===== src/rtl/cft_pkg.sv =====
// Shared types, constants and helpers for the CSV field tokenizer.
`default_nettype none

package cft_pkg;

    // Default depth of the field buffer, in bytes
    localparam int FIELD_DEPTH_DEF = 64;

    // Special characters
    localparam logic [7:0] QUOTE_BYTE = 8'h22;
    localparam logic [7:0] COMMA_BYTE = 8'h2C;

    // Input command codes (carried on s_tuser)
    localparam logic CMD_CHAR = 1'b0;
    localparam logic CMD_EOL  = 1'b1;

    // Controller states
    typedef enum logic
    {
        ST_IDLE,
        ST_EMIT
    } state_t;

    // Controller to datapath
    typedef struct packed
    {
        logic take;    // input word accepted this cycle
        logic start;   // latch emit window and clear field state
        logic read;    // issue one buffer read into the fetch stage
    } cft_cmd_t;

    // Datapath to controller
    typedef struct packed
    {
        logic emit_req;    // presented word closes a field
        logic fetch_free;  // fetch stage can take a read this cycle
        logic read_last;   // the read issued this cycle is the last of the field
    } cft_status_t;

    // Whitespace set used for trimming
    function automatic logic is_space(input logic [7:0] c);
        is_space = ((c >= 8'd9) && (c <= 8'd13)) || (c == 8'd32) ||
                   (c == 8'h85) || (c == 8'hA0);
    endfunction

endpackage

`default_nettype wire


===== src/rtl/cft_ctrl.sv =====
// Controller state machine: input acceptance and field emission sequencing.
`default_nettype none

module cft_ctrl
    import cft_pkg::*;
(
    input  wire logic        clk,
    input  wire logic        rst_n,
    input  wire logic        s_tvalid,
    output logic             s_tready,
    input  wire cft_status_t status,
    output cft_cmd_t         cmd
);

    state_t state_reg;
    state_t state_next;

    // State register
    always_ff @(posedge clk or negedge rst_n)
    begin
        if (!rst_n)
        begin
            state_reg <= ST_IDLE;
        end
        else
        begin
            state_reg <= state_next;
        end
    end

    // Next state and commands
    always_comb
    begin
        state_next = state_reg;
        s_tready   = 1'b0;
        cmd        = '0;
        case (state_reg)
            ST_IDLE:
            begin
                s_tready = 1'b1;
                cmd.take = s_tvalid;
                if (s_tvalid && status.emit_req)
                begin
                    cmd.start  = 1'b1;
                    state_next = ST_EMIT;
                end
            end
            ST_EMIT:
            begin
                // one read per cycle while the fetch stage has room
                cmd.read = status.fetch_free;
                if (status.fetch_free && status.read_last)
                begin
                    state_next = ST_IDLE;
                end
            end
            default:
            begin
                state_next = ST_IDLE;
            end
        endcase
    end

endmodule

`default_nettype wire


===== src/rtl/cft_datapath.sv =====
// Datapath: quote/comma decoding, field buffer, trim tracking and output pipeline.
`default_nettype none

module cft_datapath
    import cft_pkg::*;
#(
    parameter int FIELD_DEPTH = FIELD_DEPTH_DEF
)
(
    input  wire logic        clk,
    input  wire logic        rst_n,
    input  wire logic [7:0]  s_tdata,
    input  wire logic        s_tuser,
    input  wire cft_cmd_t    cmd,
    output cft_status_t      status,
    output logic             m_tvalid,
    input  wire logic        m_tready,
    output logic [7:0]       m_tdata,
    output logic             m_tlast,
    output logic [2:0]       m_tuser
);

    localparam int ADDR_W = $clog2(FIELD_DEPTH);
    localparam int LEN_W  = $clog2(FIELD_DEPTH + 1);
    localparam logic [LEN_W-1:0] DEPTH_LEN = LEN_W'(FIELD_DEPTH);
    localparam logic [LEN_W-1:0] ONE_LEN   = LEN_W'(1);

    // Field buffer
    logic [7:0] mem [FIELD_DEPTH];

    // Field parse state
    logic [LEN_W-1:0]  len_reg, len_next;
    logic [ADDR_W-1:0] first_reg, first_next;
    logic [LEN_W-1:0]  last_reg, last_next;
    logic              inside_reg, inside_next;
    logic              pending_reg, pending_next;
    logic              saw_reg, saw_next;
    logic              ovf_reg, ovf_next;

    // Emit window
    logic [LEN_W-1:0]  rd_ptr_reg, rd_ptr_next;
    logic [LEN_W-1:0]  hi_reg, hi_next;
    logic              marker_reg, marker_next;
    logic              line_reg, line_next;
    logic              trunc_reg, trunc_next;

    // Fetch stage and output register
    logic              f_valid_reg, f_valid_next;
    logic              f_has_reg, f_last_reg, f_line_reg, f_trunc_reg;
    logic [7:0]        rd_data_reg;
    logic              o_valid_reg, o_valid_next;
    logic [7:0]        o_data_reg;
    logic              o_last_reg, o_has_reg, o_line_reg, o_trunc_reg;

    logic              is_eol, is_q, is_comma, inside_e, append, wr_en, f_adv, f_last;
    logic              emit_req, fetch_free;
    logic              eff_saw;
    logic [LEN_W-1:0]  lo, hi;

    // Status back to the controller
    assign status = {emit_req, fetch_free, f_last};

    // Decode of the presented word
    always_comb
    begin
        is_eol   = (s_tuser == CMD_EOL);
        is_q     = (s_tdata == QUOTE_BYTE);
        is_comma = (s_tdata == COMMA_BYTE);
        inside_e = inside_reg & ~pending_reg;
        emit_req = is_eol || (is_comma && !inside_e);
        append = !is_eol &&
                 ((pending_reg && is_q) || (!is_q && !(is_comma && !inside_e)));
    end

    // Emit window: quoted fields verbatim, others trimmed
    always_comb
    begin
        eff_saw = saw_reg | pending_reg;
        if (eff_saw)
        begin
            lo = '0;
            hi = len_reg;
        end
        else if (last_reg != '0)
        begin
            lo = LEN_W'(first_reg);
            hi = last_reg;
        end
        else
        begin
            lo = '0;
            hi = '0;
        end
    end

    // Parse state update
    always_comb
    begin
        len_next     = len_reg;
        first_next   = first_reg;
        last_next    = last_reg;
        inside_next  = inside_reg;
        pending_next = pending_reg;
        saw_next     = saw_reg;
        ovf_next     = ovf_reg;
        wr_en        = 1'b0;
        if (cmd.take)
        begin
            if (emit_req)
            begin
                len_next     = '0;
                first_next   = '0;
                last_next    = '0;
                inside_next  = 1'b0;
                pending_next = 1'b0;
                saw_next     = 1'b0;
                ovf_next     = 1'b0;
            end
            else
            begin
                pending_next = 1'b0;
                // pending quote followed by a non-quote closes quoted mode
                if (pending_reg && !is_q)
                begin
                    inside_next = 1'b0;
                    saw_next    = 1'b1;
                end
                if (!pending_reg && is_q)
                begin
                    if (inside_reg)
                    begin
                        pending_next = 1'b1;
                    end
                    else
                    begin
                        inside_next = 1'b1;
                        saw_next    = 1'b1;
                    end
                end
                if (append)
                begin
                    if (len_reg >= DEPTH_LEN)
                    begin
                        ovf_next = 1'b1;
                    end
                    else
                    begin
                        wr_en    = 1'b1;
                        len_next = len_reg + ONE_LEN;
                        if (!is_space(s_tdata))
                        begin
                            if (last_reg == '0)
                            begin
                                first_next = len_reg[ADDR_W-1:0];
                            end
                            last_next = len_reg + ONE_LEN;
                        end
                    end
                end
            end
        end
    end

    // Emit window and read pipeline control
    always_comb
    begin
        f_last     = marker_reg || ((rd_ptr_reg + ONE_LEN) == hi_reg);
        f_adv      = f_valid_reg && (!o_valid_reg || m_tready);
        fetch_free = !f_valid_reg || f_adv;

        rd_ptr_next = rd_ptr_reg;
        hi_next     = hi_reg;
        marker_next = marker_reg;
        line_next   = line_reg;
        trunc_next  = trunc_reg;
        if (cmd.start)
        begin
            rd_ptr_next = lo;
            hi_next     = hi;
            marker_next = (lo >= hi);
            line_next   = is_eol;
            trunc_next  = ovf_reg;
        end
        else if (cmd.read)
        begin
            rd_ptr_next = rd_ptr_reg + ONE_LEN;
        end

        f_valid_next = f_valid_reg;
        if (cmd.read)
        begin
            f_valid_next = 1'b1;
        end
        else if (f_adv)
        begin
            f_valid_next = 1'b0;
        end

        o_valid_next = o_valid_reg;
        if (f_adv)
        begin
            o_valid_next = 1'b1;
        end
        else if (m_tready)
        begin
            o_valid_next = 1'b0;
        end
    end

    // Control registers
    always_ff @(posedge clk or negedge rst_n)
    begin
        if (!rst_n)
        begin
            len_reg     <= '0;
            first_reg   <= '0;
            last_reg    <= '0;
            inside_reg  <= 1'b0;
            pending_reg <= 1'b0;
            saw_reg     <= 1'b0;
            ovf_reg     <= 1'b0;
            rd_ptr_reg  <= '0;
            hi_reg      <= '0;
            marker_reg  <= 1'b0;
            line_reg    <= 1'b0;
            trunc_reg   <= 1'b0;
            f_valid_reg <= 1'b0;
            o_valid_reg <= 1'b0;
        end
        else
        begin
            len_reg     <= len_next;
            first_reg   <= first_next;
            last_reg    <= last_next;
            inside_reg  <= inside_next;
            pending_reg <= pending_next;
            saw_reg     <= saw_next;
            ovf_reg     <= ovf_next;
            rd_ptr_reg  <= rd_ptr_next;
            hi_reg      <= hi_next;
            marker_reg  <= marker_next;
            line_reg    <= line_next;
            trunc_reg   <= trunc_next;
            f_valid_reg <= f_valid_next;
            o_valid_reg <= o_valid_next;
        end
    end

    // Buffer write and registered read
    always_ff @(posedge clk)
    begin
        if (wr_en)
        begin
            mem[len_reg[ADDR_W-1:0]] <= s_tdata;
        end
        if (cmd.read)
        begin
            rd_data_reg <= mem[rd_ptr_reg[ADDR_W-1:0]];
        end
    end

    // Fetch stage tags and output payload
    always_ff @(posedge clk)
    begin
        if (cmd.read)
        begin
            f_has_reg   <= !marker_reg;
            f_last_reg  <= f_last;
            f_line_reg  <= line_reg;
            f_trunc_reg <= trunc_reg;
        end
        if (f_adv)
        begin
            o_data_reg  <= f_has_reg ? rd_data_reg : 8'h00;
            o_has_reg   <= f_has_reg;
            o_last_reg  <= f_last_reg;
            o_line_reg  <= f_line_reg;
            o_trunc_reg <= f_trunc_reg;
        end
    end

    assign m_tvalid = o_valid_reg;
    assign m_tdata  = o_data_reg;
    assign m_tlast  = o_last_reg;
    assign m_tuser  = {o_trunc_reg, o_line_reg, o_has_reg};

endmodule

`default_nettype wire


===== src/rtl/csv_field_tokenizer.sv =====
// Top level of the CSV field tokenizer: controller, datapath and checks.
//
//  Channel   Dir  tdata            tuser                                tlast
//  s_*       in   [7:0] ch         [0] cmd (0 char, 1 end of line)      -
//  m_*       out  [7:0] ch_out     [0] has_char [1] line_end [2] trunc  field_end
//
// A character word that does not close a field is taken without leaving the idle state.
// A comma outside quotes or an end-of-line word is taken, then the field is
// read out of the buffer memory at one byte per cycle while the output accepts
// (trimmed, or verbatim if quoted, or a single empty-field marker) before the next word.
// The buffer's single read port and its registered read set the flush rate.
// Output stalls hold the read pipeline; no word is lost. Reset (rst_n low)
// clears all control state at once; the buffer itself is not cleared.
`default_nettype none

module csv_field_tokenizer
    import cft_pkg::*;
#(
    parameter int FIELD_DEPTH = FIELD_DEPTH_DEF
)
(
    input  wire logic       clk,
    input  wire logic       rst_n,
    input  wire logic       s_tvalid,
    output logic            s_tready,
    input  wire logic [7:0] s_tdata,   // [7:0] ch
    input  wire logic       s_tuser,   // [0] cmd
    output logic            m_tvalid,
    input  wire logic       m_tready,
    output logic [7:0]      m_tdata,   // [7:0] ch_out
    output logic            m_tlast,
    output logic [2:0]      m_tuser    // [0] has_char, [1] line_end, [2] truncated
);

    cft_cmd_t    cmd;
    cft_status_t status;

    cft_ctrl u_ctrl
    (
        .clk      (clk),
        .rst_n    (rst_n),
        .s_tvalid (s_tvalid),
        .s_tready (s_tready),
        .status   (status),
        .cmd      (cmd)
    );

    cft_datapath #(
        .FIELD_DEPTH (FIELD_DEPTH)
    ) u_datapath
    (
        .clk      (clk),
        .rst_n    (rst_n),
        .s_tdata  (s_tdata),
        .s_tuser  (s_tuser),
        .cmd      (cmd),
        .status   (status),
        .m_tvalid (m_tvalid),
        .m_tready (m_tready),
        .m_tdata  (m_tdata),
        .m_tlast  (m_tlast),
        .m_tuser  (m_tuser)
    );

    // An empty-field marker is always the last word of its field
    assert property (@(posedge clk) disable iff (!rst_n)
        (m_tvalid && !m_tuser[0]) |-> m_tlast)
        else $error("empty-field marker without field_end");

    // A marker carries a zero byte
    assert property (@(posedge clk) disable iff (!rst_n)
        (m_tvalid && !m_tuser[0]) |-> (m_tdata == 8'h00))
        else $error("empty-field marker with nonzero data");

    // End of line always starts a flush, so input is closed in the cycle after it
    assert property (@(posedge clk) disable iff (!rst_n)
        (s_tvalid && s_tready && (s_tuser == CMD_EOL)) |=> !s_tready)
        else $error("input still open after end of line");

endmodule

`default_nettype wire

===== config.mk =====
export PLATFORM = sky130hd
export DESIGN_NAME = csv_field_tokenizer
export DESIGN_NICKNAME = d
export VERILOG_FILES = /design/src/rtl/cft_pkg.sv /design/src/rtl/cft_ctrl.sv /design/src/rtl/cft_datapath.sv /design/src/rtl/csv_field_tokenizer.sv
export SDC_FILE = /design/constraint.sdc
export NUM_CORES = 1
export LEC_CHECK = 0
export BUFFER_PORTS_ARGS = -buffer_cell sky130_fd_sc_hd__buf_2
export CORE_UTILIZATION = 35
export CTS_CLUSTER_DIAMETER = 30
export DETAILED_ROUTE_END_ITERATION = 12
export GPL_TIMING_DRIVEN = 0
export PLACE_DENSITY = 0.48
export SETUP_SLACK_MARGIN = 0.02
export SYNTH_ARGS = -nofsm -noshare
export SYNTH_HDL_FRONTEND = slang
export SYNTH_SLANG_ARGS = --single-unit

===== constraint.sdc =====
create_clock -name clk -period 2.7 [get_ports clk]
set_clock_uncertainty 0.1 [all_clocks]
set_input_delay 0.54 -clock clk [delete_from_list [all_inputs] [get_ports clk]]
set_output_delay 0.54 -clock clk [all_outputs]
set_load 0.03 [all_outputs]

==> results.md, run 1 <==
- Status: finished clean
- Top FF cell, synth: edfxtp_1
- TritonCTS Buffers: 132
- Pwr Total: 33700 uW
- Max Slew Vio Count: 0
- CTS sink count: 580
- Commonest non-fill, non-tap cells in the layout: edfxtp_1, mux4_2, clkbuf_16
- Post-Route WL: 61400 um
- Max-Cap Viols: 0
- Synthesized area: 23200 sq um
- Fin. Hold Viols: 0
- Sw Pwr: 9340 uW
- Die Wd: 260 um
- Routed met1 length: 27300 um
- Sw Ratio: 27.7%
- RR Endpoint: u_datapath.rd_data_reg[3]$_DFFE_PP_
- Max reg flops: 512
- Crit path DAT: 2970 ps
- Number of top-level pins: 27
- Setup TNS: 0 ps
- CP required: 3020 ps
- Die area: 67400 sq um
- Synth top area share: 69.3%
- Pre-Repair DR Iteration Count: 5
- Worst-case hold path end point: u_datapath.m_tvalid$_DFFE_PN0P_
- WS Path Type: flop to flop
- CTS tree: done
- Logic gate share of total power: 21.2%
- Hpwl dp: 37300 um
- Fin Hold WS: 58.5 ps
- Int Pwr: 24400 uW
- Worst vdd ir: 0.596 mV
- DRC viols: 0
- Die height: 260 um
- Vias in the first global route: 13.0k
- Hold WC Path Type: input pin to flop
- Initial Utilization: 35.3%
- Worst Tran Pin Value: 1060 ps
- Fmax: 377 MHz
- CP endpoint kind: flop
- Global-route wire length before repair: 89200 um
- Area Overhead vs Synth: 31.4%
- Top cells by area, synth: edfxtp_1, mux4_2, dfrtp_1, nor2_1, nand2_1
- Leakage: 0.0101 uW
- Met2 wire length: 28600 um
- Clock power frac: 47.8%
- Yosys warns: 0
- Clock Tree Root: clkbuf_16
- CP Max Fanout: 10
- Seq pwr share: 31.0%
- Routability cong.: 0.833
- Initial antenna violation count: 0
- CP max-delay cell: mux4_2
- Seq cells post-synth: 580
- Non-Filler Instances: 2383
- Seq/Total Area, Yosys: 74.0%
- Most common cell after layout, fill and taps aside: edfxtp_1
- R2R Path Start: u_datapath.rd_ptr_reg[0]$_DFFE_PN0P_
- Area leader, netlist: edfxtp_1
- Count of flip-flops with a built-in enable after synthesis: 536
- Fin crit period: 2650 ps
- Clock buffer depth: 3
- Remaining Overflow, GRT: 0
- Top layer in use: met4
- Setup slack, reg-to-reg: 50 ps
- Syn nets: 1228
- RSZ-0062 raised after global routing: no
- Reg2reg path depth: 6
- Detail Route Antenna Nets: 0
- Drt initial violations: 1048
- Mapped Cells: 1206
- Met3 WL post-DR: 3370 um
- Final Cycle Share: 98.3%
- Min-delay src: m_tready
- Final #Nets: 1434
- WL/cell: 25.8 um
- Area of the core: 65700 sq um
- Netlist cell types: 63
- Largest net degree at the start of global routing: 72
- # setup viols final: 0
- Post-Syn Area per Cell: 19.3 sq um
- Crit path launch type: flop
- Clock insertion delay at the later pin of the skew report: 700 ps
- WP buf/inv: 2
- Post-synthesis async set-or-reset flop share: 7.59%
- Crit-path max cell delay: 570 ps
- CTS H-tree lvls: 4
- Worst hold stages: 3
- Number of port buffers: 26
- PD cells: 1110 nW/um^2
- Max-slew headroom: 29.0%
- Critical Path, Cell by Cell: buf_8 > buf_12 > mux4_2 > mux4_2 > o22ai_2 > nor2_1
- Row cnt: 94
- GRT Util Overall: 18.8%
- Placed insts: 2097
- CP delay by family, top: multiplexers
- Most Frequent Cell on Critical Path: mux4_2
- Post-DR vias/cell: 5.24
- Fraction of layout cells with a size suffix above 1: 38.5%
- Clk pin slew, worst setup/hold paths: 40 ps
- Routed vias: 12.5k
## routing by layer
layer	GRT usage (%)	vias up
met5	0	-
met4	8.69	0
met3	4.30	121
met2	28.4	418
met1	25.7	6549
li1	-	5402
## how the worst max path moves through the flow
| stage | start | end | slack [ps] | cells after the start |
|---|---|---|---|---|
| after floorplan | s_tdata[5] | u_datapath.mem[59][0]$_DFFE_PP_ | 200 | 7 |
| after global placement | s_tdata[2] | u_datapath.mem[13][2]$_DFFE_PP_ | -2670 | 7 |
| after detailed placement | s_tdata[0] | u_datapath.mem[27][2]$_DFFE_PP_ | -2660 | 8 |
| after CTS | u_datapath.rd_ptr_reg[0]$_DFFE_PN0P_ | u_datapath.rd_data_reg[0]$_DFFE_PP_ | 20 | 8 |
| after global routing | u_datapath.rd_ptr_reg[0]$_DFFE_PN0P_ | u_datapath.rd_data_reg[3]$_DFFE_PP_ | 9 | 6 |
| final | u_datapath.rd_ptr_reg[0]$_DFFE_PN0P_ | u_datapath.rd_data_reg[3]$_DFFE_PP_ | 50 | 6 |
## cell type report
class | instances | area (sq um)
Antenna cell | 1 | 2.50
Clock inverter | 92 | 1090
Tap cell | 864 | 1080
Inverter | 12 | 45.0
Fill cell | 5546 | 35200
Multi-Input combinational cell | 548 | 6280
Buffer | 66 | 529
Clock buffer | 148 | 3450
Sequential cell | 580 | 17200
Timing Repair Buffer | 72 | 840
## worst register-to-register path: stages, from the launching register on
cell	delay (ps)
dfrtp_1	390
buf_8	200
buf_12	190
mux4_2	560
mux4_2	570
o22ai_2	250
nor2_1	120
## synth_stat cells, types with 4 or more instances
cell type and instances:
or3_1 4, nand2b_1 13, nand4_1 4, a31oi_1 12, o21ai_0 23, ha_1 9
o221ai_1 9, nand2_1 62, dfrtp_1 44, buf_1 6, nor3_1 6, a21oi_1 24
a21o_1 5, and2_1 17, buf_6 10, o22ai_1 10, inv_1 11, nand3_1 11
buf_4 11, clkbuf_1 22, mux2i_1 16, nor2_1 90, mux4_2 140, xor2_1 4
nor2b_1 10, xnor2_1 9, o2bb2ai_1 7, a211oi_1 10, buf_2 17, a22o_1 7
nand3b_1 6, edfxtp_1 536
## metrics by stage
step / setup slack [ps] / instance area [sq um] / utilization (%)
2_1_floorplan: 199 / 23200 / -
3_3_place_gp: -2670 / 24400 / 37.2
6_report: 45.2 / 30500 / 46.4
5_1_grt: 8.74 / 30500 / 46.4
4_1_cts: 20.9 / 29900 / 45.5
3_5_place_dp: -2660 / 24500 / 37.2
## repair_timing
item | 4_1_cts | 5_1_grt
setup buffers | 18 | 26
hold endpoints to repair | 44 | 0
resized for setup | 190 | 43
endpoints found under the setup margin | 555 | 376
cloned | 0 | 0
hold buffers | 1 | 0
pin swaps | 12 | 31
## power by group through the flow
stage / clock, uW / combinational [uW] / sequential, uW
after floorplan: 0 / 4250 / 10700
after global placement: 0 / 6650 / 10600
after detailed placement: 0 / 6650 / 10600
after CTS: 16400 / 7050 / 10500
after global routing: 16800 / 7620 / 10500
final: 16100 / 7170 / 10500
## cells by family after synthesis
logic type,after synthesis,share of synthesized area [%]
flip-flops,580,74.0
AND/OR/NAND/NOR,242,5.11
multiplexers,157,14.3
AO/OA/AOI/OAI,127,3.71
buffers and inverters,78,1.85
XOR/XNOR,13,0.490
adder cells (fa/ha/maj),9,0.485
No activity file was read; power rests on OpenSTA's default activity.
==> run 2: changes to the inputs <==
--- a/config.mk
+++ b/config.mk
@@ -6,11 +6,11 @@
 export NUM_CORES = 1
 export LEC_CHECK = 0
 export BUFFER_PORTS_ARGS = -buffer_cell sky130_fd_sc_hd__buf_2
-export CORE_UTILIZATION = 35
+export CORE_UTILIZATION = 57
 export CTS_CLUSTER_DIAMETER = 30
 export DETAILED_ROUTE_END_ITERATION = 12
 export GPL_TIMING_DRIVEN = 0
-export PLACE_DENSITY = 0.48
+export PLACE_DENSITY = 0.73
 export SETUP_SLACK_MARGIN = 0.02
 export SYNTH_ARGS = -nofsm -noshare
 export SYNTH_HDL_FRONTEND = slang
==> run 2 against run 1 <==
Net effect: the flow now finishes with violations (hold timing); count of clock-buffer cells in the layout down 34; cell count down 17%; non-clock buffer count down 18; fmax down 0.58%; sequential power about the same; via count up 3.7%; register-to-register slack worse by 20 ps; clock power down 20%; routed wire length down 4.1%; utilization up 25 points; final area down 6.5%; sequential share of layout area up 3.9 points; largest cell class unchanged.
==> results.md, run 2 (synthesis gave the netlist of run 1 again) <==
- Max Slew Vio Count: 0 (unchanged)
- Max-Cap Viols: 0 (unchanged)
- Area of the core: 40000 sq um (-39%)
- Reg2reg path depth: 6 (unchanged)
- Leakage: 0.00937 uW (-7.0%)
- CTS tree: done
- Pwr Total: 30100 uW (-11%)
- WS Path Type: flop to flop
- RSZ-0062 raised after global routing: yes
- Int Pwr: 21500 uW (-12%)
- Hold WC Path Type: input pin to asynchronous set/reset pin
- CTS sink count: 580 (unchanged)
- Worst vdd ir: 0.654 mV (+9.7%)
- Fin. Hold Viols: 3 (+3)
- Max-slew headroom: 30.3% (+1.2 points)
- Fmax: 374 MHz (-0.58%)
- Failing checks: hold timing
- Die area: 41600 sq um (-38%)
- Final Cycle Share: 98.9% (+0.58 points)
- Initial antenna violation count: 1 (+1)
- CTS H-tree lvls: 3 (-1)
- Die Wd: 204 um (-21%)
- Hpwl dp: 32300 um (-13%)
- Most common cell after layout, fill and taps aside: edfxtp_1
- CP required: 2970 ps (-50 ps)
- Clock buffer depth: 3 (unchanged)
- Pre-Repair DR Iteration Count: 6 (+1)
- CP Max Fanout: 10 (unchanged)
- Routability cong.: 0.899 (+8.0%)
- Clk pin slew, worst setup/hold paths: 50 ps (about the same)
- Fin crit period: 2670 ps (+15.5 ps)
- Seq pwr share: 34.7% (+3.7 points)
- Final instance area: 28500 sq um (-6.5%)
- Sw Pwr: 8640 uW (-7.6%)
- Fin util: 71.3% (+25 points)
- Area Overhead vs Synth: 22.9%
- Routed met1 length: 22600 um (-17%)
- CP endpoint kind: flop
- DRC viols: 0 (unchanged)
- Remaining Overflow, GRT: 0 (unchanged)
- Max reg flops: 512 (unchanged)
- Met3 WL post-DR: 5370 um (+59%)
- Number of hold buffers added after CTS: 0 (-1)
- Final #Nets: 1384 (-3.5%)
- Row cnt: 73 (-22%)
- WL/cell: 29.9 um (+16%)
- Worst slack, placed: -2340 ps (+315 ps)
- Crit path DAT: 2940 ps (-30 ps)
- Drt initial violations: 1540 (+47%)
- Worst Tran Pin Value: 1050 ps (-18.5 ps)
- Post-DR vias/cell: 6.57 (+25%)
- Number of top-level pins: 27 (unchanged)
- TritonCTS Buffers: 100 (-24%)
- Vias in the first global route: 12.9k (-0.34%)
- Initial Utilization: 58.1% (+23 points)
- Final setup margin: 29.6 ps (-15.5 ps)
- Global-route wire length before repair: 86600 um (-3.0%)
- # setup viols final: 0 (unchanged)
- Met2 wire length: 28800 um (+0.44%)
- Detail Route Antenna Nets: 0 (unchanged)
- Clock power frac: 42.7% (-5.1 points)
- Status: finished with violations
- Clock Tree Root: clkbuf_16
- Routed vias: 13.0k (+3.7%)
- Post-Route WL: 58900 um (-4.1%)
- Largest net degree at the start of global routing: 72 (unchanged)
- Crit path launch type: flop
- Fraction of layout cells with a size suffix above 1: 35.4% (-3.1 points)
- Sw Ratio: 28.7% (+0.99 points)
- Top layer in use: met5
- Commonest non-fill, non-tap cells in the layout: edfxtp_1, mux4_2, clkbuf_16
- Fin Hold WS: -12.7 ps (-71.2 ps)
- Die height: 204 um (-21%)
- # diodes: 0 (-1)
- PD cells: 1050 nW/um^2 (-4.6%)
- Area after DPL: 24000 sq um (-1.8%)
- Clock insertion delay at the later pin of the skew report: 620 ps (-80 ps)
- GRT Util Overall: 29.5% (+11 points)
- Number of port buffers: 26 (unchanged)
- Logic gate share of total power: 22.6% (+1.4 points)
-- run 2: cell types whose count changed in the layout (fill, tap and decap cells not counted), moves of 8 or more --
cell       change
clkinv_1       -8
clkbuf_16     -34
buf_6          +9
clkinv_4       +8
buf_12        -21
clkinv_2       -8
-- run 2: worst paths after layout --
check | from | to | slack [ps]
worst max-delay path | u_datapath.rd_ptr_reg[0]$_DFFE_PN0P_ | u_datapath.rd_data_reg[2]$_DFFE_PP_ | 30
min in group clk | m_tready | u_datapath.m_tvalid$_DFFE_PN0P_ | 130
worst max register to register | u_datapath.rd_ptr_reg[0]$_DFFE_PN0P_ | u_datapath.rd_data_reg[2]$_DFFE_PP_ | 30
worst min register to register | u_datapath.f_last_reg$_DFFE_PP_ | u_datapath.m_tlast$_DFFE_PP_ | 320
max in group asynchronous | rst_n | u_datapath.pending_reg$_DFFE_PN0P_ | 1800
worst min-delay path | rst_n | u_datapath.rd_ptr_reg[4]$_DFFE_PN0P_ | -10
-- run 2: cell type report --
| class | instances | area, sq um |
|---|---|---|
| buffer | 65 | 444 |
| timing repair buffer | 55 | 522 |
| inverter | 12 | 45.0 |
| multi-input combinational | 548 | 6230 |
| clock inverter | 73 | 870 |
| clock buffer | 114 | 2580 |
| sequential | 580 | 17200 |
| tap | 525 | 657 |
| fill | 2302 | 11500 |
-- run 2: what timing repair did --
item / CTS / global route
buffers inserted: 22 / 7
pin swaps: 12 / 4
gates resized for setup: 164 / 43
endpoints found under the setup margin: 550 / 441
-- run 2: through the flow --
| stage | instances | setup TNS [ps] |
|---|---|---|
| 3_3_place_gp | 1757 | -921550 |
| 6_report | 1972 | 0 |
| 4_1_cts | 1966 | -1120 |
| 3_5_place_dp | 1757 | -981760 |
| 5_1_grt | 1972 | 0 |
| 2_1_floorplan | 1206 | 0 |
-- run 2: power by group through the flow --
stage	sequential, uW	combinational [uW]	clock, uW
2_1_floorplan	10700	4250	0
3_3_place_gp	10600	6210	0
3_5_place_dp	10600	6260	0
4_1_cts	10400	6520	12900
5_1_grt	10500	7140	13400
6_report	10400	6810	12900
-- run 2: metal layers --
layer  track usage (%)  vias to the layer above
li1                  -                     5251
met1              40.6                     6704
met2              47.3                      841
met3              5.44                      155
met4              11.3                        2
met5                 0                        -
-- run 2: worst max-delay path, cell delays in order (launching register included) --
cell and delay, ps:
dfrtp_1 370, buf_6 180, buf_6 230, mux4_2 580
mux4_2 550, o22ai_2 280, nor2_1 110
==> run 3: changes to the inputs <==
--- a/config.mk
+++ b/config.mk
@@ -6,6 +6,7 @@
 export NUM_CORES = 1
 export LEC_CHECK = 0
 export BUFFER_PORTS_ARGS = -buffer_cell sky130_fd_sc_hd__buf_2
+export CORE_ASPECT_RATIO = 0.8
 export CORE_UTILIZATION = 57
 export CTS_CLUSTER_DIAMETER = 30
 export DETAILED_ROUTE_END_ITERATION = 12
==> run 3 against run 2 <==
Net effect: the run now ends clean; utilization fell by 0.23 points; first-iteration DRC count grew 18%; final area decreased by 0.91%; non-clock buffer count rose by 8.
==> results.md, run 3 (synthesis gave the netlist of run 1 again) <==
- Max Slew Vio Count: 0 (unchanged)
- Sw Pwr: 8400 uW (-2.7%)
- Fmax: 374 MHz (-0.10%)
- Routed vias: 12.8k (-1.0%)
- R2R Path Start: u_datapath.last_reg[1]$_DFFE_PN0P_
- Hold WC Path Type: input pin to asynchronous set/reset pin
- Final #Nets: 1378 (-0.43%)
- Most common cell after layout, fill and taps aside: edfxtp_1
- Fin. Hold Viols: 0 (-3)
- GRT Util Overall: 28.7% (-0.74 points)
- Worst vdd ir: 0.680 mV (+4.0%)
- Clock Tree Root: clkbuf_16
- Largest net degree at the start of global routing: 72 (unchanged)
- WL/cell: 29.6 um (-1.0%)
- PD cells: 1020 nW/um^2 (-3.7%)
- Number of port buffers: 26 (unchanged)
- Global-route wire length before repair: 84300 um (-2.6%)
- Max reg flops: 512 (unchanged)
- Die area: 41600 sq um (about the same)
- Routability cong.: 0.926 (+3.0%)
- Sw Ratio: 29.2% (+0.55 points)
- CP Max Fanout: 7 (-3)
- CP required: 3080 ps (+110 ps)
- Non-Filler Instances: 1963 (-0.46%)
- RSZ-0062 raised after global routing: yes
- Seq pwr share: 36.5% (+1.8 points)
- Number of top-level pins: 27 (unchanged)
- CP endpoint kind: flop
- Pre-Repair DR Iteration Count: 6 (unchanged)
- Placed insts: 1768 (+0.63%)
- DRC viols: 0 (unchanged)
- Reg2reg path depth: 11 (+5)
- Logic gate share of total power: 24.2% (+1.6 points)
- Crit path launch type: flop
- CTS H-tree lvls: 3 (unchanged)
- Fin crit period: 2670 ps (+2.76 ps)
- Int Pwr: 20300 uW (-5.3%)
- Die Wd: 228 um (+12%)
- Row cnt: 65 (-11%)
- Clock power frac: 39.3% (-3.4 points)
- Area of the core: 39800 sq um (-0.59%)
- Worst Tran Pin Value: 1050 ps (+8.74 ps)
- Clk pin slew, worst setup/hold paths: 50 ps (about the same)
- Initial antenna violation count: 1 (unchanged)
- Die height: 183 um (-10%)
- Setup slack, reg-to-reg: 30 ps (about the same)
- # setup viols final: 0 (unchanged)
- Clock buffer depth: 3 (unchanged)
- RR Endpoint: u_datapath.marker_reg$_DFFE_PN0P_
- Post-DR vias/cell: 6.53 (-0.60%)
- Leakage: 0.00922 uW (-1.5%)
- Hpwl dp: 33600 um (+4.2%)
- Fraction of layout cells with a size suffix above 1: 35.3% (-0.065 points)
- CTS sink count: 580 (unchanged)
- Crit path DAT: 3050 ps (+110 ps)
- Post-Route WL: 58100 um (-1.5%)
- Vias in the first global route: 12.7k (-1.8%)
- Number of hold buffers added after CTS: 0 (unchanged)
- # diodes: 0 (unchanged)
- Remaining Overflow, GRT: 0 (unchanged)
- Final Cycle Share: 99.0% (+0.10 points)
- CTS tree: done
- Detail Route Antenna Nets: 0 (unchanged)
- Status: finished clean
- TritonCTS Buffers: 86 (-14%)
- Commonest non-fill, non-tap cells in the layout: edfxtp_1, mux4_2, clkbuf_16
- Drt initial violations: 1814 (+18%)
- WS Path Type: flop to flop
- Clock insertion delay at the later pin of the skew report: 630 ps (about the same)
- Initial Utilization: 58.4% (+0.35 points)
- Area Overhead vs Synth: 21.7%
- Fin util: 71.1% (-0.23 points)
- Max-slew headroom: 29.7% (-0.58 points)
- Max-Cap Viols: 0 (unchanged)
## run 3: changes by cell type in the layout (fill, tap and decap cells not counted), sizes merged
cell,before,now
clkinvlp,9,10
bufinv,14,10
clkbuf,141,120
buf,93,105
inv,28,23
clkinv,34,31
## run 3: how the worst max path moves through the flow
stage / start / end / slack (ps) / depth (start not counted)
6_report: u_datapath.last_reg[1]$_DFFE_PN0P_ / u_datapath.marker_reg$_DFFE_PN0P_ / 30 / 11
5_1_grt: u_datapath.last_reg[1]$_DFFE_PN0P_ / u_datapath.marker_reg$_DFFE_PN0P_ / -70 / 11
2_1_floorplan: s_tdata[5] / u_datapath.mem[59][0]$_DFFE_PP_ / 200 / 7
3_3_place_gp: s_tdata[4] / u_datapath.mem[13][4]$_DFFE_PP_ / -2160 / 8
3_5_place_dp: s_tdata[2] / u_datapath.mem[13][4]$_DFFE_PP_ / -2310 / 7
4_1_cts: u_datapath.pending_reg$_DFFE_PN0P_ / u_datapath.marker_reg$_DFFE_PN0P_ / -190 / 10
## run 3: critical path, cell delays in order (launching register included)
cell,delay (ps)
dfrtp_1,410
or4_4,530
nor4_4,330
nor3_4,130
nand2_2,120
ha_4,200
nand2b_4,150
a21oi_4,130
o21ai_2,70
a21o_1,180
a21oi_2,130
o22ai_1,80
## run 3: area by class of cell
cell class              count  area (sq um)
flip-flops and latches    580         17200
fillers                  2309         11500
multi-input cells         548          6270
clock buffers              97          2280
clock inverters            62           683
repair buffers             63           679
well taps                 536           671
plain buffers              65           449
inverters                  12          45.0
## run 3: power groups by stage
stage | Clock (uW) | Sequential (uW) | Combinational, uW
floorplan | 0 | 10700 | 4250
global placement | 0 | 10600 | 6310
detailed placement | 0 | 10600 | 6380
CTS | 11300 | 10500 | 6610
global route | 11800 | 10500 | 7280
finish | 11300 | 10500 | 6970
## run 3: timing repair
action	4_1_cts	5_1_grt
gates cloned	0	0
setup buffers	22	15
pin swaps	15	18
gates resized for setup	156	61
endpoints found under the setup margin	561	521
## run 3: through the flow
step / setup slack (ps) / setup TNS, ps / power (uW) / hold WS [ps] / area [sq um]
6_report: 26.9 / 0 / 28700 / 19.7 / 28300
5_1_grt: -67.1 / -86.9 / 29500 / 105 / 28300
4_1_cts: -190 / -7310 / 28400 / 37.1 / 27800
3_3_place_gp: -2160 / -894010 / 16900 / 303 / 24000
2_1_floorplan: 199 / 0 / 14900 / 144 / 23200
3_5_place_dp: -2310 / -968880 / 17000 / 305 / 24000
## run 3: layer usage
layer  part of all wire, %  GRT usage [%]
met5                     0              0
met2                    46           42.2
met3                   9.3           6.47
met4                   3.0           8.70
met1                    42           43.5
